**config.mk**
```make
export PLATFORM = sky130hd
export DESIGN_NAME = cadence_aware_staleness_taper_unit_flat
export DESIGN_NICKNAME = d
export VERILOG_FILES = /design/src/cast_pkg.sv /design/src/cast_if.sv /design/src/cast_ctrl.sv /design/src/cast_dp.sv /design/src/cadence_aware_staleness_taper_unit.sv /design/src/flat_wrapper.sv
export SDC_FILE = /design/constraint.sdc
export NUM_CORES = 2
export LEC_CHECK = 0
export BUFFER_PORTS_ARGS = -buffer_cell sky130_fd_sc_hd__buf_2
export CAP_MARGIN = 20
export CORE_MARGIN = 5
export CORE_UTILIZATION = 27
export DETAILED_ROUTE_END_ITERATION = 6
export HOLD_SLACK_MARGIN = 0.02
export MAX_ROUTING_LAYER = met4
export PLACE_DENSITY = 0.47
export RECOVER_POWER = 25
export SYNTH_ARGS = -nofsm -noshare
export SYNTH_HDL_FRONTEND = slang
export SYNTH_SLANG_ARGS = --single-unit
```
**constraint.sdc**
```tcl
create_clock -name clk -period 17 [get_ports clk]
set_input_delay 3.4 -clock clk [delete_from_list [all_inputs] [get_ports clk]]
set_output_delay 3.4 -clock clk [all_outputs]
set_load 0.02 [all_outputs]
```
**src/cast_pkg.sv**
```systemverilog
// Shared types, constants and codes of the cadence-aware staleness taper.
// No dependencies; every other file imports this package.
package cast_pkg;

  localparam int STAMP_BITS_DEF    = 48;
  localparam int INTERVAL_BITS_DEF = 24;

  localparam int TIME_W    = 24;  // microsecond registers and window fields
  localparam int FRAC_W    = 16;  // Q0.16 / Q8.8 coefficients, Q1.15 factor
  localparam int CFG_IDX_W = 3;
  localparam int CFG_W     = 24;
  localparam int OP_W      = 2;
  localparam int DIV_STEPS = 16;  // quotient bits of the taper factor

  localparam logic [FRAC_W-1:0] Q15_ONE = 16'h8000;

  // Opcodes
  localparam logic [OP_W-1:0] OP_UPDATE = 2'd0;
  localparam logic [OP_W-1:0] OP_FORGET = 2'd1;
  localparam logic [OP_W-1:0] OP_QUERY  = 2'd2;

  // Register indexes
  localparam logic [CFG_IDX_W-1:0] CFG_PHASE_OUT_TIME = 3'd0;
  localparam logic [CFG_IDX_W-1:0] CFG_MAX_TIME       = 3'd1;
  localparam logic [CFG_IDX_W-1:0] CFG_CADENCE_AWARE  = 3'd2;
  localparam logic [CFG_IDX_W-1:0] CFG_CADENCE_FACTOR = 3'd3;
  localparam logic [CFG_IDX_W-1:0] CFG_CADENCE_CAP    = 3'd4;
  localparam logic [CFG_IDX_W-1:0] CFG_MIN_INTERVAL   = 3'd5;
  localparam logic [CFG_IDX_W-1:0] CFG_MAX_INTERVAL   = 3'd6;
  localparam logic [CFG_IDX_W-1:0] CFG_SMOOTHING      = 3'd7;

  // Register reset values
  localparam logic [TIME_W-1:0] RST_PHASE_OUT_TIME = 24'd1000000;
  localparam logic [TIME_W-1:0] RST_MAX_TIME       = 24'd3000000;
  localparam logic              RST_CADENCE_AWARE  = 1'b1;
  localparam logic [FRAC_W-1:0] RST_CADENCE_FACTOR = 16'd768;
  localparam logic [TIME_W-1:0] RST_CADENCE_CAP    = 24'd3000000;
  localparam logic [TIME_W-1:0] RST_MIN_INTERVAL   = 24'd20000;
  localparam logic [TIME_W-1:0] RST_MAX_INTERVAL   = 24'd10000000;
  localparam logic [FRAC_W-1:0] RST_SMOOTHING      = 16'd16384;

  typedef struct packed {
    logic [TIME_W-1:0] phase_out_time;
    logic [TIME_W-1:0] max_time;
    logic              cadence_aware;
    logic [FRAC_W-1:0] cadence_factor;
    logic [TIME_W-1:0] cadence_cap;
    logic [TIME_W-1:0] min_interval;
    logic [TIME_W-1:0] max_interval;
    logic [FRAC_W-1:0] smoothing;
  } cfg_t;

  typedef enum logic [3:0] {
    ST_IDLE,
    ST_UPD,
    ST_BMUL,
    ST_BWR,
    ST_SMUL,
    ST_CLAMP,
    ST_END,
    ST_PREP,
    ST_DIV,
    ST_OUT
  } state_t;

  // Controller to datapath
  typedef struct packed {
    logic load;
    logic upd;
    logic bmul;
    logic bwr;
    logic smul;
    logic clamp;
    logic fin_end;
    logic prep;
    logic div_step;
    logic out_load;
  } cmd_t;

  // Datapath to controller
  typedef struct packed {
    logic is_update;
    logic div_go;
    logic out_busy;
  } stat_t;

endpackage

```
**src/cast_if.sv**
```systemverilog
// Request and response channel interfaces of the staleness taper.
// Depends on cast_pkg.
interface cast_req_if import cast_pkg::*; #(
  parameter int STAMP_BITS = STAMP_BITS_DEF
) ();
  logic                  valid;
  logic                  ready;
  logic [OP_W-1:0]       opcode;
  logic [STAMP_BITS-1:0] timestamp;
  logic [TIME_W-1:0]     elapsed;

  modport source (output valid, opcode, timestamp, elapsed, input ready);
  modport sink   (input valid, opcode, timestamp, elapsed, output ready);
endinterface

interface cast_rsp_if import cast_pkg::*; ();
  logic              valid;
  logic              ready;
  logic [FRAC_W-1:0] taper_factor;
  logic [TIME_W-1:0] window_start;
  logic [TIME_W-1:0] window_end;
  logic              tapering;
  logic              has_cadence;

  modport source (output valid, taper_factor, window_start, window_end, tapering,
                  has_cadence, input ready);
  modport sink   (input valid, taper_factor, window_start, window_end, tapering,
                  has_cadence, output ready);
endinterface

```
**src/cast_ctrl.sv**
```systemverilog
// Sequencer of the staleness taper: steps the datapath through one word.
// Depends on cast_pkg.
module cast_ctrl import cast_pkg::*; (
  input  logic  clk,
  input  logic  rst,
  input  logic  req_valid,
  output logic  req_ready,
  input  stat_t stat,
  output cmd_t  cmd
);

  localparam int CNT_W = $clog2(DIV_STEPS);
  localparam logic [CNT_W-1:0] CNT_LAST = CNT_W'(DIV_STEPS - 1);

  state_t           state, state_next;
  logic [CNT_W-1:0] cnt;

  always_ff @(posedge clk) begin
    if (rst) begin
      state <= ST_IDLE;
      cnt   <= '0;
    end else begin
      state <= state_next;
      if (cmd.prep) begin
        cnt <= '0;
      end else if (cmd.div_step) begin
        cnt <= cnt + 1'b1;
      end
    end
  end

  always_comb begin
    state_next = state;
    unique case (state)
      ST_IDLE:  if (req_valid) state_next = ST_UPD;
      ST_UPD:   state_next = stat.is_update ? ST_BMUL : ST_SMUL;
      ST_BMUL:  state_next = ST_BWR;
      ST_BWR:   state_next = ST_SMUL;
      ST_SMUL:  state_next = ST_CLAMP;
      ST_CLAMP: state_next = ST_END;
      ST_END:   state_next = ST_PREP;
      ST_PREP:  state_next = stat.div_go ? ST_DIV : ST_OUT;
      ST_DIV:   if (cnt == CNT_LAST) state_next = ST_OUT;
      ST_OUT:   if (!stat.out_busy) state_next = ST_IDLE;
      default:  state_next = ST_IDLE;
    endcase
  end

  always_comb begin
    cmd       = '0;
    req_ready = 1'b0;
    unique case (state)
      ST_IDLE: begin
        req_ready = 1'b1;
        cmd.load  = req_valid;
      end
      ST_UPD:   cmd.upd      = 1'b1;
      ST_BMUL:  cmd.bmul     = 1'b1;
      ST_BWR:   cmd.bwr      = 1'b1;
      ST_SMUL:  cmd.smul     = 1'b1;
      ST_CLAMP: cmd.clamp    = 1'b1;
      ST_END:   cmd.fin_end  = 1'b1;
      ST_PREP:  cmd.prep     = 1'b1;
      ST_DIV:   cmd.div_step = 1'b1;
      ST_OUT:   cmd.out_load = !stat.out_busy;
      default: begin
        cmd       = '0;
        req_ready = 1'b0;
      end
    endcase
  end

  a_accept_starts: assert property (@(posedge clk) disable iff (rst)
    (req_valid && req_ready) |=> (state == ST_UPD))
    else $error("accepted word did not start the update step");

  a_div_length: assert property (@(posedge clk) disable iff (rst)
    (state == ST_DIV && cnt == CNT_LAST) |=> (state == ST_OUT))
    else $error("divider did not finish after its last step");

  a_prep_clears: assert property (@(posedge clk) disable iff (rst)
    (state == ST_PREP && stat.div_go) |=> (state == ST_DIV && cnt == '0))
    else $error("divider entered with a stale step count");

endmodule

```
**src/cast_dp.sv**
```systemverilog
// Datapath of the staleness taper: cadence state, shared multiplier,
// window logic, radix-2 divider and the result register. Depends on cast_pkg.
module cast_dp import cast_pkg::*; #(
  parameter int STAMP_BITS    = STAMP_BITS_DEF,
  parameter int INTERVAL_BITS = INTERVAL_BITS_DEF
) (
  input  logic                  clk,
  input  logic                  rst,
  input  cfg_t                  cfg,
  input  cmd_t                  cmd,
  output stat_t                 stat,
  input  logic [OP_W-1:0]       req_opcode,
  input  logic [STAMP_BITS-1:0] req_timestamp,
  input  logic [TIME_W-1:0]     req_elapsed,
  input  logic                  out_ready,
  output logic                  out_valid,
  output logic [FRAC_W-1:0]     out_taper_factor,
  output logic [TIME_W-1:0]     out_window_start,
  output logic [TIME_W-1:0]     out_window_end,
  output logic                  out_tapering,
  output logic                  out_has_cadence
);

  localparam int LW  = (INTERVAL_BITS > TIME_W) ? INTERVAL_BITS : TIME_W;
  localparam int MW  = LW + 1;            // signed multiplier operand
  localparam int PW  = MW + FRAC_W + 1;   // signed product
  localparam int SRW = PW - 7;            // rounded scaled start
  localparam int NW  = TIME_W + FRAC_W;   // divider numerator

  // Latched word
  logic [OP_W-1:0]          op_r;
  logic [STAMP_BITS-1:0]    ts_r;
  logic [TIME_W-1:0]        el_r;
  // Cadence state
  logic [STAMP_BITS-1:0]    last_stamp;
  logic [INTERVAL_BITS-1:0] interval;
  // Work registers
  logic [LW-1:0]            gap_r;
  logic                     gap_ok;
  logic signed [PW-1:0]     prod;
  logic [TIME_W-1:0]        start_r, end_r;
  logic                     scaled_r;
  logic                     taper_on;
  logic [FRAC_W-1:0]        fac_r;
  logic [TIME_W-1:0]        div_d, rem_r;
  logic [FRAC_W-1:0]        nlo;

  // Update step
  logic [STAMP_BITS-1:0] gap_full;
  logic                  fwd, in_bounds;
  assign gap_full  = ts_r - last_stamp;
  assign fwd       = (last_stamp != '0) && (ts_r >= last_stamp);
  assign in_bounds = (gap_full >= STAMP_BITS'(cfg.min_interval)) &&
                     (gap_full <= STAMP_BITS'(cfg.max_interval));

  // Shared multiplier: blend delta times smoothing, or interval times factor
  logic [LW-1:0]          iv_ext;
  logic signed [MW-1:0]   mul_a;
  logic signed [FRAC_W:0] mul_b;
  assign iv_ext = LW'(interval);
  always_comb begin
    if (cmd.smul) begin
      mul_a = $signed({1'b0, iv_ext});
      mul_b = $signed({1'b0, cfg.cadence_factor});
    end else begin
      mul_a = $signed({1'b0, gap_r}) - $signed({1'b0, iv_ext});
      mul_b = $signed({1'b0, cfg.smoothing});
    end
  end

  // Blend: old + (gap - old) * w, rounded, saturated
  logic signed [PW-1:0] bsum, rnd_half;
  logic [LW+1:0]        bv, v_full;
  assign rnd_half = PW'(32'sd32768);
  assign bsum     = $signed({2'b00, iv_ext, {FRAC_W{1'b0}}}) + prod + rnd_half;
  assign bv       = bsum[PW-1:FRAC_W];
  assign v_full   = (interval == '0) ? (LW+2)'(gap_r) : bv;

  // Scaled window start
  logic [PW:0]         sr_sum;
  logic [SRW-1:0]      sr;
  logic [TIME_W-1:0]   ceil_t, s_clamp;
  assign sr_sum = {1'b0, $unsigned(prod)} + (PW+1)'(128);
  assign sr     = sr_sum[PW:8];
  assign ceil_t = (cfg.cadence_cap > cfg.phase_out_time) ? cfg.cadence_cap
                                                         : cfg.phase_out_time;
  always_comb begin
    if (sr < SRW'(cfg.phase_out_time)) begin
      s_clamp = cfg.phase_out_time;
    end else if (sr > SRW'(ceil_t)) begin
      s_clamp = ceil_t;
    end else begin
      s_clamp = sr[TIME_W-1:0];
    end
  end

  // Window end of the scaled case
  logic [TIME_W-1:0] taper_len, e_sat, e_fin;
  logic [TIME_W:0]   e_sum;
  assign taper_len = (cfg.max_time > cfg.phase_out_time) ?
                     cfg.max_time - cfg.phase_out_time : '0;
  assign e_sum     = {1'b0, start_r} + {1'b0, taper_len};
  assign e_sat     = e_sum[TIME_W] ? '1 : e_sum[TIME_W-1:0];
  assign e_fin     = (cfg.max_time > e_sat) ? cfg.max_time : e_sat;

  // Factor setup
  logic              tap, past_start, past_end;
  logic [TIME_W-1:0] d_w, left_w;
  logic [NW-1:0]     num;
  assign tap        = end_r > start_r;
  assign past_start = el_r > start_r;
  assign past_end   = el_r >= end_r;
  assign d_w        = end_r - start_r;
  assign left_w     = end_r - el_r;
  assign num        = {1'b0, left_w, {(FRAC_W-1){1'b0}}} + NW'(d_w[TIME_W-1:1]);

  // Divider step
  logic [TIME_W:0] rs, rs_sub;
  logic            ge;
  assign rs     = {rem_r, nlo[FRAC_W-1]};
  assign ge     = rs >= {1'b0, div_d};
  assign rs_sub = rs - {1'b0, div_d};

  assign stat.is_update = (op_r == OP_UPDATE);
  assign stat.div_go    = (op_r == OP_QUERY) && tap && past_start && !past_end;
  assign stat.out_busy  = out_valid && !out_ready;

  always_ff @(posedge clk) begin
    if (rst) begin
      last_stamp <= '0;
      interval   <= '0;
    end else if (cmd.upd) begin
      unique case (op_r)
        OP_UPDATE: last_stamp <= ts_r;
        OP_FORGET: begin
          last_stamp <= '0;
          interval   <= '0;
        end
        default: ;
      endcase
    end else if (cmd.bwr && gap_ok) begin
      interval <= (|v_full[LW+1:INTERVAL_BITS]) ? '1 : v_full[INTERVAL_BITS-1:0];
    end
  end

  always_ff @(posedge clk) begin
    if (cmd.load) begin
      op_r <= req_opcode;
      ts_r <= req_timestamp;
      el_r <= req_elapsed;
    end
    if (cmd.upd) begin
      gap_ok <= (op_r == OP_UPDATE) && fwd && in_bounds;
      gap_r  <= gap_full[LW-1:0];
    end
    if (cmd.bmul || cmd.smul) begin
      prod <= mul_a * mul_b;
    end
    if (cmd.clamp) begin
      scaled_r <= 1'b0;
      if (cfg.max_time == '0 || cfg.phase_out_time == '0) begin
        start_r <= '0;
        end_r   <= '0;
      end else if (!cfg.cadence_aware) begin
        start_r <= cfg.phase_out_time;
        end_r   <= (cfg.max_time > cfg.phase_out_time) ? cfg.max_time
                                                       : cfg.phase_out_time;
      end else if (interval == '0) begin
        start_r <= '0;
        end_r   <= '0;
      end else begin
        start_r  <= s_clamp;
        scaled_r <= 1'b1;
      end
    end
    if (cmd.fin_end && scaled_r) begin
      end_r <= e_fin;
    end
    if (cmd.prep) begin
      taper_on <= tap;
      div_d    <= d_w;
      rem_r    <= num[NW-1:FRAC_W];
      nlo      <= num[FRAC_W-1:0];
      fac_r    <= ((op_r == OP_QUERY) && tap && past_start) ? '0 : Q15_ONE;
    end
    if (cmd.div_step) begin
      rem_r <= ge ? rs_sub[TIME_W-1:0] : rs[TIME_W-1:0];
      nlo   <= {nlo[FRAC_W-2:0], 1'b0};
      fac_r <= {fac_r[FRAC_W-2:0], ge};
    end
  end

  // Result register
  always_ff @(posedge clk) begin
    if (rst) begin
      out_valid <= 1'b0;
    end else if (cmd.out_load) begin
      out_valid <= 1'b1;
    end else if (out_ready) begin
      out_valid <= 1'b0;
    end
  end

  always_ff @(posedge clk) begin
    if (cmd.out_load) begin
      out_taper_factor <= fac_r;
      out_window_start <= taper_on ? start_r : '0;
      out_window_end   <= taper_on ? end_r : '0;
      out_tapering     <= taper_on;
      out_has_cadence  <= (interval != '0);
    end
  end

  a_factor_range: assert property (@(posedge clk) disable iff (rst)
    out_valid |-> (out_taper_factor <= Q15_ONE))
    else $error("taper factor above one");

  a_rem_below_div: assert property (@(posedge clk) disable iff (rst)
    cmd.div_step |-> (rem_r < div_d))
    else $error("divider remainder not below divisor");

  a_forget_clears: assert property (@(posedge clk) disable iff (rst)
    (cmd.upd && op_r == OP_FORGET) |=> (interval == '0 && last_stamp == '0))
    else $error("forget left cadence state behind");

  a_window_order: assert property (@(posedge clk) disable iff (rst)
    (out_valid && out_tapering) |-> (out_window_end > out_window_start))
    else $error("tapering window is empty");

endmodule

```
**src/cadence_aware_staleness_taper_unit.sv**
```systemverilog
// Top level of the cadence-aware staleness taper: register bank, sequencer
// and datapath. Depends on cast_pkg, cast_if, cast_ctrl and cast_dp.
//
// Use: req carries one word per operation: opcode 0 notes an update at
// timestamp (microseconds), opcode 1 forgets the measured cadence, opcode 2
// asks for the taper factor at elapsed microseconds since the last update.
// Every word yields exactly one word on rsp: the Q1.15 taper factor, the
// taper window and the tapering / has_cadence flags after the operation.
// Configuration goes in through cfg_we / cfg_index / cfg_data, one register
// per cycle, while no word is in flight.
//
// Sequencing: the sequencer works one word at a time. After acceptance, forget,
// opcode 3 and queries that need no division pass the update, scaled multiply,
// clamp, window-end and prepare steps before the result is loaded; updates add
// the blend multiply and write-back, and a query inside the window adds the
// radix-2 divider, which retires one quotient bit per cycle. req.ready rises
// again the cycle after the result is loaded, so the block takes no new word
// until the last one is through.
// Reset (synchronous, rst high) restores the register defaults and clears
// the last timestamp and the smoothed interval. A stalled rsp holds its word
// in the result register; the next word is still taken and runs until its
// own result is ready, then waits in place until the register frees up.
module cadence_aware_staleness_taper_unit import cast_pkg::*; #(
  parameter int STAMP_BITS    = STAMP_BITS_DEF,
  parameter int INTERVAL_BITS = INTERVAL_BITS_DEF
) (
  input  logic                 clk,
  input  logic                 rst,
  cast_req_if.sink             req,
  cast_rsp_if.source           rsp,
  input  logic                 cfg_we,
  input  logic [CFG_IDX_W-1:0] cfg_index,
  input  logic [CFG_W-1:0]     cfg_data
);

  cfg_t  cfg;
  cmd_t  cmd;
  stat_t stat;

  // Register bank: take each write at once, masked to the register width
  always_ff @(posedge clk) begin
    if (rst) begin
      cfg.phase_out_time <= RST_PHASE_OUT_TIME;
      cfg.max_time       <= RST_MAX_TIME;
      cfg.cadence_aware  <= RST_CADENCE_AWARE;
      cfg.cadence_factor <= RST_CADENCE_FACTOR;
      cfg.cadence_cap    <= RST_CADENCE_CAP;
      cfg.min_interval   <= RST_MIN_INTERVAL;
      cfg.max_interval   <= RST_MAX_INTERVAL;
      cfg.smoothing      <= RST_SMOOTHING;
    end else if (cfg_we) begin
      unique case (cfg_index)
        CFG_PHASE_OUT_TIME: cfg.phase_out_time <= cfg_data[TIME_W-1:0];
        CFG_MAX_TIME:       cfg.max_time       <= cfg_data[TIME_W-1:0];
        CFG_CADENCE_AWARE:  cfg.cadence_aware  <= cfg_data[0];
        CFG_CADENCE_FACTOR: cfg.cadence_factor <= cfg_data[FRAC_W-1:0];
        CFG_CADENCE_CAP:    cfg.cadence_cap    <= cfg_data[TIME_W-1:0];
        CFG_MIN_INTERVAL:   cfg.min_interval   <= cfg_data[TIME_W-1:0];
        CFG_MAX_INTERVAL:   cfg.max_interval   <= cfg_data[TIME_W-1:0];
        CFG_SMOOTHING:      cfg.smoothing      <= cfg_data[FRAC_W-1:0];
        default: ;
      endcase
    end
  end

  // Sequencer: holds req.ready high only between words
  cast_ctrl u_ctrl (
    .clk       (clk),
    .rst       (rst),
    .req_valid (req.valid),
    .req_ready (req.ready),
    .stat      (stat),
    .cmd       (cmd)
  );

  // Datapath: cadence state, window math, divider and result register
  cast_dp #(
    .STAMP_BITS    (STAMP_BITS),
    .INTERVAL_BITS (INTERVAL_BITS)
  ) u_dp (
    .clk              (clk),
    .rst              (rst),
    .cfg              (cfg),
    .cmd              (cmd),
    .stat             (stat),
    .req_opcode       (req.opcode),
    .req_timestamp    (req.timestamp),
    .req_elapsed      (req.elapsed),
    .out_ready        (rsp.ready),
    .out_valid        (rsp.valid),
    .out_taper_factor (rsp.taper_factor),
    .out_window_start (rsp.window_start),
    .out_window_end   (rsp.window_end),
    .out_tapering     (rsp.tapering),
    .out_has_cadence  (rsp.has_cadence)
  );

endmodule
```
**src/flat_wrapper.sv**
```systemverilog
// flat-port wrapper written by rule: the top's interface ports become plain ports
module cadence_aware_staleness_taper_unit_flat import cast_pkg::*;
#(
  parameter int STAMP_BITS    = STAMP_BITS_DEF,
  parameter int INTERVAL_BITS = INTERVAL_BITS_DEF
)
  (clk, rst, cfg_we, cfg_index, cfg_data, req_valid, req_opcode, req_timestamp, req_elapsed, req_ready, rsp_valid, rsp_taper_factor, rsp_window_start, rsp_window_end, rsp_tapering, rsp_has_cadence, rsp_ready);
  cast_req_if #(.STAMP_BITS(STAMP_BITS)) req_i ();
  cast_rsp_if rsp_i ();
  input  logic clk;
  input  logic rst;
  input  logic cfg_we;
  input  logic [CFG_IDX_W-1:0] cfg_index;
  input  logic [CFG_W-1:0] cfg_data;
  input wire logic [$bits(req_i.valid)-1:0] req_valid;
  input wire logic [$bits(req_i.opcode)-1:0] req_opcode;
  input wire logic [$bits(req_i.timestamp)-1:0] req_timestamp;
  input wire logic [$bits(req_i.elapsed)-1:0] req_elapsed;
  output wire logic [$bits(req_i.ready)-1:0] req_ready;
  output wire logic [$bits(rsp_i.valid)-1:0] rsp_valid;
  output wire logic [$bits(rsp_i.taper_factor)-1:0] rsp_taper_factor;
  output wire logic [$bits(rsp_i.window_start)-1:0] rsp_window_start;
  output wire logic [$bits(rsp_i.window_end)-1:0] rsp_window_end;
  output wire logic [$bits(rsp_i.tapering)-1:0] rsp_tapering;
  output wire logic [$bits(rsp_i.has_cadence)-1:0] rsp_has_cadence;
  input wire logic [$bits(rsp_i.ready)-1:0] rsp_ready;
  assign req_i.valid = req_valid;
  assign req_i.opcode = req_opcode;
  assign req_i.timestamp = req_timestamp;
  assign req_i.elapsed = req_elapsed;
  assign req_ready = req_i.ready;
  assign rsp_valid = rsp_i.valid;
  assign rsp_taper_factor = rsp_i.taper_factor;
  assign rsp_window_start = rsp_i.window_start;
  assign rsp_window_end = rsp_i.window_end;
  assign rsp_tapering = rsp_i.tapering;
  assign rsp_has_cadence = rsp_i.has_cadence;
  assign rsp_i.ready = rsp_ready;
  cadence_aware_staleness_taper_unit #(.STAMP_BITS(STAMP_BITS), .INTERVAL_BITS(INTERVAL_BITS)) u_core (.clk(clk), .rst(rst), .req(req_i), .rsp(rsp_i), .cfg_we(cfg_we), .cfg_index(cfg_index), .cfg_data(cfg_data));
endmodule
```
# Word level (Yosys, flattened, before mapping)
# Index checks and enable logic that the tools add are counted.
# word_totals
reg_bits	571
out_inout_bits	68
word_cells	176
# op_classes
addsub	12
mul	1
magnitude_cmp	12
n_eq_ne	24
n_mux	50
bitwise_logic	1
reduce_logical	43
# op_table
operator	n
$mux W24	21
$gt A24 B24 Y1	5
$mux W16	6
$pmux W48 S2	1
$sub A24 B24 Y24	4
$logic_not A24 Y1	3
$ge A48 B24 Y1	1
$ge A48 B48 Y1	1
$le A48 B24 Y1	1
$reduce_bool A48 Y1	1
$sub A48 B48 Y48	1
$add A42 B8 Y43 const B	1
$add A41 B42 Y42	1
$add A42 B17 Y42 const B	1
$mul A25 B17 Y42	1
$add A39 B23 Y40	1
$pmux W4 S10	1
$gt A35 B24 Y1	1
$lt A35 B24 Y1	1
$mux W26	1
$add A24 B24 Y25	1
$ge A25 B24 Y1	1
$mux W25	1
$sub A24 B24 Y25	1
28 further kinds	85

# Longest topological paths before layout
# logic_depth
ltp_word	7
mapped_depth	39
mapped_depth_nobuf	35

# By module
# From an unflattened synthesis, not the netlist that was laid out.
# unflattened
hier_cells	5677
area_unflattened_um2	52352.7
# modules_own_cells
module	instances	cells_per_inst	area_each_um2	seq_area_each_um2
cast_dp	1	5057	45827.7	11360.9
cadence_aware_staleness_taper_unit	1	557	6028.3	3062.9
cast_ctrl	1	63	496.7	160.2

# Worst setup path before layout
# OpenSTA, ideal clock, no wires.
# synth_path
path_type	reg2reg
start	reg u_core.u_dp.interval[2]
end	reg u_core.u_dp.prod[41], data pin
setup_time_ps	157
arrival_time_ps	8319
required_ps	16843
path_slack_ps	8524
path_stages_with_launch	33
n_path_buf	1
period_less_slack_ps	8476
path_cell_list	dfxtp_1 -> inv_1 -> ha_1 -> nor2b_1 -> o21a_1 -> o21ai_1 -> a21oi_1 -> o211ai_1 -> nand3_1 -> a311oi_1 -> nor2_1 -> o41ai_1 -> clkbuf_1 -> nand2_1 -> fa_1 -> inv_1 -> fa_1 -> fa_1 -> fa_1 -> fa_1 -> inv_1 -> fa_1 -> inv_1 -> ha_1 -> a21oi_1 -> nor2_1 -> nor2_1 -> o21ai_0 -> a221o_1 -> nor3_1 -> a21oi_1 -> and4_1 -> nor3_1
# synth_between
elab_chain_len	3
# synth_rtl
item	line_no	rtl
start: declaration	cast_dp.sv:36	logic [INTERVAL_BITS-1:0] interval;
start signal: assignment	cast_dp.sv:142	interval <= (|v_full[LW+1:INTERVAL_BITS]) ? '1 : v_full[INTERVAL_BITS-1:0];
$sub A24 B24 Y25	cast_dp.sv:66	mul_a = $signed({1'b0, gap_r}) - $signed({1'b0, iv_ext});
$mux W25 *	cast_dp.sv:62	if (cmd.smul) begin
$mul A25 B17 Y42 *	cast_dp.sv:157	prod <= mul_a * mul_b;
end signal: assignment	cast_dp.sv:157	
end: declaration	cast_dp.sv:40	logic signed [PW-1:0] prod;
# Mark *: on every way between the ends. The rest lies on a longest branch, timed or not.
# A chain may end at the register's enable or synchronous reset.

# Worst setup path in the final report
# Same ends and word-level chain as after synthesis.

==> results.tsv <==
metric	value	unit
fmax	106.9	MHz
Detailed Routing Iterations Pass 1	5	
Post-synth EDFFs	329	
Crit Path Class	reg -> reg	
Area growth, synth to finish	12.24	%
synth warn	0	
register area	14580	um^2
nets	7116	
Setup WS post-layout	7650	ps
Site Rows	162	
height of the die	453.5	um
Hold Path Class	reg -> reg	
Syn Std Cell Area	53110	um^2
CTS Buf Count	72	
share of cells above drive strength 1	0.07689	
first-pass GRT wire length	279500	um
Seq pwr share	0.311	
Max stage delay on crit path	950	ps
I/O Buffers	173	
synth top area cells	edfxtp_1 (19%), fa_1 (15%), ha_1 (12%)	
reg-to-reg slack, setup	7650	ps
TritonCTS Sinks	564	
CTS tree	built	
die area	205700	um^2
pin count of the biggest net entering global routing	90	
Root Driver	clkbuf_16	
Internal	3.224	mW
Synth Flop Type	edfxtp_1	
final period utilization	0.5500	
Worst setup SP type	flip-flop	
WL/cell	21.29	um
CTS Hold Buffers Added	0	
Die Wd	453.5	um
status	finished, violations left	
post-place instance area	57160	um^2
worst skew pair latency	680	ps
CP arrival	9880	ps
pre-CTS WS	7686	ps
Worst slew margin	-1.246	
total power	5.270	mW
Synth area leader	edfxtp_1	
initial antenna violation count	23	
top-area cell type share of the netlist area	0.1860	
Syn Inst Count	6000	
total of max-cap violations	7	
Critical Path Sink Type	flip-flop	
RSZ-0062 raised after global routing	false	
antenna-violating nets left	0	
CP required	17530	ps
Ports	174	
Post-DP HPWL	149300	um
initial core utilization	0.2718	
fin area	59610	um^2
#FFs+latches synth	564	
Final Wtd Congestion	0.9319	
most frequent cell after synthesis	inv_1	
post-cts sizing count	0	
H-tree levels	3	
final routed DRC violation total	0	
PD cells	88.40	nW/um^2
top cells by count, synth	inv_1 (804), nand2_1 (780), ha_1 (494), a21oi_1 (439), nor2_1 (404)	
slowest CP cell	fa_1	
setup bufs post-CTS	0	
combinational power share	0.391	
clk_skew	34.85	ps
final hold viol count	0	
Peak supply drop	0.07943	mV
Via Count	43520	
fin crit period	9350	ps
Synth Area per Inst	8.852	um^2
clock network fraction of design power	0.298	
most frequent CP cell	fa_1	
post-placement cell count	8664	
switching share of power	0.3882	
Max Slew Vio Count	285	
P_sw	2.046	mW
DR vias/cell	4.937	
P_leak	25.44	nW
Core ar.	195400	um^2
number of global-route vias before repair	43210	
post-synthesis sequential area ratio	0.2746	
Fill cells	20760	
Worst-Margin Slew	3369	ps
DRT iter0 DRCs	3306	
GRT Total Usage	0.1835	
setup_tns	0	ps
multi-input combinational cell area	34770	um^2
CTS max path bufs	3	
GR Overflow Total	0	
final setup vio count	0	
post-synthesis async set-or-reset flop share	0	
Clk pin slew, worst setup/hold paths	70	ps
Final Non-Filler Cells	8815	
Syn Nets	6998	
Worst Path Max Fanout	22	
unique cell type count in the Yosys netlist	100	
failing checks	capacitance limit, slew limit	
DRT Wirelength	187600	um
==> power by group through the flow <==
stage,clock [mW],combinational [mW],sequential [mW]
2_1_floorplan,0,1.45,1.61
3_3_place_gp,0,2.05,1.67
3_5_place_dp,0,2.06,1.66
4_1_cts,1.62,2.08,1.64
5_1_grt,1.67,2.30,1.64
6_report,1.57,2.06,1.64
==> placed cells by master (no fill, tap or decap), drive strengths merged, types with 35 or more instances in the layout <==
master / n
nor4: 50
a211oi: 37
nor2b: 70
buf: 250
nor3: 135
mux2i: 110
nand3b: 76
edfxtp: 329
dfxtp: 235
nor2: 405
and2: 110
xnor2: 145
o21a: 54
clkbuf: 100
xor2: 84
a22o: 62
o21ai: 171
fa: 398
nand2b: 42
a21o: 142
inv: 809
a31oi: 35
nand2: 781
and3: 38
nand4: 67
nand3: 82
ha: 494
a21oi: 440
==> kinds of logic (layout without fill, tap and decap cells) <==
group	Yosys count	in the layout	synth area share
flip-flops	564	564	0.2746
AO/OA/AOI/OAI	1223	1223	0.1497
buffers and inverters	1018	1196	0.07395
AND/OR/NAND/NOR	1938	1938	0.1714
multiplexers	136	136	0.02624
adder cells (fa/ha/maj)	892	892	0.2664
other	0	13	0
XOR/XNOR	229	229	0.03776
==> critical path, delay by kind of cell, from the launching register on <==
kind            cells  cell delay, ps
simple gates        9            1400
fa+ha+maj           8            4440
buf+inv             5             610
flops               1             450
compound gates     10            2270
==> metal layers <==
layer / vias up / track usage / routed length (um)
li1: 20800 / - / -
met1: 21370 / 0.2405 / 84640
met2: 1104 / 0.2987 / 87860
met3: 246 / 0.02377 / 9385
met4: 0 / 0.05121 / 5764
met5: - / - / 0
==> layout make-up <==
type	instances	area share
clock buffer	94	0.03316
inverter	806	0.05075
multi-input combinational	4418	0.5833
timing repair buffer	256	0.02584
sequential	564	0.2446
tap	2624	0.05508
antenna	13	0.0005457
clock inverter	40	0.006695
==> flip-flops by register name, summed over array words and instances, names as in the netlist, 24 cells and up <==
signal / count
u_core.u_dp.div_d: 24
u_core.u_dp.out_window_end: 24
u_core.u_dp.prod: 35
u_core.u_dp.rem_r: 24
u_core.u_dp.start_r: 24
u_core.u_dp.gap_r: 24
u_core.u_dp.end_r: 24
u_core.cfg: 153
u_core.u_dp.interval: 24
u_core.u_dp.last_stamp: 48
u_core.u_dp.el_r: 24
u_core.u_dp.ts_r: 48
u_core.u_dp.out_window_start: 24
==> through the flow <==
step	hold WS [ps]	utilization
after CTS	418.7	0.3047
after floorplan	400.3	-
after global routing	445.4	0.3051
after detailed placement	404.5	0.2925
final	416.2	0.3051
after global placement	405.0	0.2924
==> worst paths after layout <==
kind                                start  cells past startpoint                          endpoint
setup / recovery  u_core.u_dp.interval[2]                     32              u_core.u_dp.prod[41]
hold / removal      u_core.u_dp.fac_r[15]                      0  u_core.u_dp.out_taper_factor[15]
setup reg to reg  u_core.u_dp.interval[2]                     32              u_core.u_dp.prod[41]
hold reg to reg     u_core.u_dp.fac_r[15]                      0  u_core.u_dp.out_taper_factor[15]
Power figures use the tool's default switching activity.
